--- src/rtl/core/aufifo_ram.sv ---
// generic single write port, single read port ram with registered read data
// no package dependencies
module aufifo_ram #(
    parameter int WIDTH = 16,
    parameter int DEPTH = 256
) (
    input  logic                     clk,
    input  logic                     wr_en,
    input  logic [$clog2(DEPTH)-1:0] wr_addr,
    input  logic [WIDTH-1:0]         wr_data,
    input  logic [$clog2(DEPTH)-1:0] rd_addr,
    output logic [WIDTH-1:0]         rd_data
);

    logic [WIDTH-1:0] mem [DEPTH];

    always_ff @(posedge clk)
    begin
        if (wr_en)
        begin
            mem[wr_addr] <= wr_data;
        end
        rd_data <= mem[rd_addr];
    end

endmodule

--- config.mk ---
export PLATFORM = sky130hd
export DESIGN_NAME = aufifo_ram
export DESIGN_NICKNAME = d
export VERILOG_FILES = /design/src/rtl/core/aufifo_ram.sv
export SDC_FILE = /design/constraint.sdc
export NUM_CORES = 2
export LEC_CHECK = 0
export ABC_CLOCK_PERIOD_IN_PS = 2900
export BUFFER_PORTS_ARGS = -buffer_cell sky130_fd_sc_hd__buf_4
export CELL_PAD_IN_SITES_DETAIL_PLACEMENT = 1
export CELL_PAD_IN_SITES_GLOBAL_PLACEMENT = 1
export CORE_MARGIN = 1.5
export CORE_UTILIZATION = 32
export CTS_CLUSTER_SIZE = 8
export DETAILED_ROUTE_END_ITERATION = 16
export PLACE_DENSITY_LB_ADDON = 0.25
export SLEW_MARGIN = 25
export SYNTH_ARGS = -nofsm -noshare
export SYNTH_HDL_FRONTEND = slang
export SYNTH_SLANG_ARGS = --single-unit
--- constraint.sdc ---
create_clock -name clk -period 2.9 [get_ports clk]
set_input_delay 0.29 -clock clk [delete_from_list [all_inputs] [get_ports clk]]
set_output_delay 0.29 -clock clk [all_outputs]
set_load 0.05 [all_outputs]
==> out/qor.txt <==
Outcome = complete, no violations
H-tree depth = 6
Worst path bufs/invs = 1
YS warnings = 0
Clock transition at path regs = 50 ps
Mean post-synth cell area = 21.6 um^2
Total power draw = 135 mW
Clock Latency Late Sink = 1060 ps
Reg-to-Reg Start = mem[30][11]$_DFFE_PP_
Fin util = 38.7%
Mapped Nets = 7394
Cell area after synthesis = 0.159 mm^2
Global-route usage over all layers = 19.3%
Synth Flop Type = edfxtp_1
TNS Setup = 0 ps
CTS Root Cell = clkbuf_16
Dpl hpwl = 304000 um
Max Clock Skew = 55.0 ps
Power Density = 705 mW/mm^2
Worst Setup Path Type = reg -> reg
Routability congestion estimate = 0.819
Startpoint Class = flip-flop
Post-route ant nets = 0
Total congestion overflow = 0
Internal reg-to-reg setup slack = 80 ps
Synth unique cells = 52
I/O Buffers = 49
Crit path cell chain = mux4_2 -> mux4_2 -> a22o_1 -> o32ai_2 -> buf_4 -> nor4_1
Full die area = 0.500 mm^2
Placed insts = 14480
Die X = 707 um
RSZ-0062 raised after global routing = no
Min Tclk post-route = 2820 ps
Worst Setup EP = rd_data[11]$_DFF_P_
EDFF count, synth = 4096
CP max FO = 1
CP most frequent cell = mux4_2
Peak VDD IR = 0.615 mV
Seq cells post-synth = 4112
Least-Margin Pin Slew = 1140 ps
Layout overhead on the synthesized area = 20.4%
Hold Path Class = in -> reg
Largest net degree at the start of global routing = 112
TritonCTS Buffers = 585
Fmax = 354 MHz
Share of layout cells above drive strength 1 = 31.9%
MaxCap Viol Count = 0
Initial core utilization = 32.1%
Critical Path AT = 3750 ps
Cells on worst reg2reg path = 6
Core Box Area = 0.494 mm^2
Final WL = 490000 um
Vias = 81467
DRC viols = 0
Pre-CTS WS = -1120 ps
Initial antenna violation count = 36
P_leak = 61.5 nW
CP max stage delay = 610 ps
Worst Setup End Kind = flip-flop
RR Endpoint = rd_data[11]$_DFF_P_
Slew Limit Fails = 0
Async SR Flop Fraction = 0%
Min setup slack post-route = 76.2 ps
Row count = 258
Clock Tree Buf Depth = 4
Final cell count without fillers = 15215
Final setup vio count = 0
First-pass GRT wire length = 686000 um
Slew HR = 23.9%
Routed length per instance = 32.2 um
Hold Vio Cnt, Final = 0
Die Height = 707 um
Worst setup path start = mem[30][11]$_DFFE_PP_
Crit-path slowest cell = o32ai_2
CTS tree = done
Seq/Total Area, Yosys = 77.7%
1st-iter DRT viols = 8214
Drt first pass iters = 5
Fin crit share = 97.4%
# IOs = 50
CP required = 3830 ps
Vias in the first global route = 86204
Critical path's top delay family = multiplexers
CTS Sinks = 4112
Vias per cell = 5.35
Crit path depth = 6
Synth Instances = 7360
NumNets Final = 8623
[state kept, by name, summed over array words and instances (netlist names)]
signal   flops
rd_data     16
mem       4096
[Yosys cell counts (4+ instances only)]
library cell / count / area [um^2]
edfxtp_1: 4096 / 123000
mux4_2: 797 / 17900
mux2i_1: 565 / 5660
nor2_1: 304 / 1140
o221ai_1: 252 / 2210
clkbuf_1: 230 / 863
a21oi_1: 175 / 876
o22ai_1: 148 / 926
nor3_1: 92 / 460
mux2_2: 88 / 991
buf_6: 77 / 867
buf_2: 76 / 380
a22oi_1: 43 / 323
nand2_1: 38 / 143
o21ai_0: 37 / 185
nand3_1: 35 / 175
a22o_1: 32 / 280
a221oi_1: 28 / 245
buf_1: 27 / 101
buf_4: 26 / 195
nand4_1: 26 / 163
o32ai_1: 20 / 175
a211oi_1: 18 / 135
nor4_1: 17 / 106
dfxtp_1: 16 / 320
o31ai_1: 16 / 120
and3_1: 11 / 68.8
buf_8: 11 / 165
nor2b_1: 9 / 56.3
a2111oi_0: 6 / 52.6
a31oi_1: 6 / 37.5
buf_12: 5 / 100
or2_2: 4 / 25.0
[cell families (layout without fill, tap and decap cells)]
logic type / after synthesis / count (layout) / share of synthesized area (%)
AND/OR/NAND/NOR: 556 / 556 / 1.57
AO/OA/AOI/OAI: 786 / 786 / 3.54
other: 0 / 16 / 0
buffers and inverters: 456 / 1795 / 1.69
multiplexers: 1450 / 1450 / 15.5
flip-flops: 4112 / 4112 / 77.7
[where the power goes]
part	switching (mW)	leakage [nW]	internal [mW]	total [mW]
registers	0.184	36.9	65.7	65.8
clock network	24.9	7.77	36.5	61.4
logic	4.63	16.8	2.76	7.39
[cells in the final DEF (no fill, tap or decap), drive strengths merged, types with 43 or more instances in the layout]
cell type and instances:
mux2 88, mux4 797, mux2i 565, o221ai 253, nor3 92, clkbuf 650
buf 1072, a21oi 175, nor2 304, edfxtp 4096, o22ai 148, a22oi 43
[metrics by stage]
step | hold WS [ps] | cell area (um^2)
after global placement | 704 | 175000
after global routing | 48.1 | 191000
after CTS | 1.52 | 191000
after detailed placement | 708 | 175000
after floorplan | 389 | 159000
final | 110 | 191000
[worst register-to-register path, stage by stage (launching register included)]
cell and delay (ps):
edfxtp_1 370, mux4_2 480, mux4_2 580, a22o_1 370
o32ai_2 610, buf_4 230, nor4_1 50
[worst min path at each step]
stage / from / cells past startpoint / to
after floorplan: wr_data[0] / 0 / mem[0][0]$_DFFE_PP_
after global placement: wr_data[3] / 1 / mem[70][3]$_DFFE_PP_
after detailed placement: wr_data[3] / 1 / mem[70][3]$_DFFE_PP_
after CTS: wr_addr[2] / 4 / mem[172][11]$_DFFE_PP_
after global routing: rd_addr[6] / 4 / rd_data[1]$_DFF_P_
final: wr_addr[2] / 4 / mem[173][11]$_DFFE_PP_
[what timing repair did]
item                       4_1_cts  5_1_grt
setup endpoints to repair        4        0
hold endpoints to repair      1919        0
resized for setup                4        0
setup buffers                    0        0
hold buffers                    21        0
[per-layer routing]
metal,wire [um],GRT usage (%),up-vias
met5,13,0,-
met4,16800,6.15,2
met3,29900,3.06,671
met2,234000,31.2,2732
met1,210000,26.6,44476
li1,-,-,33586
[layout make-up]
cell class	instances	area, um^2
inverter	4	27.5
tap	6500	8130
clock inverter	48	851
multi-input combinational	2792	33200
sequential	4112	123000
antenna	16	40.0
timing repair buffer	1094	10300
fill	47051	303000
clock buffer	649	15100
Note: power is estimated with default switching activity, not from simulation.
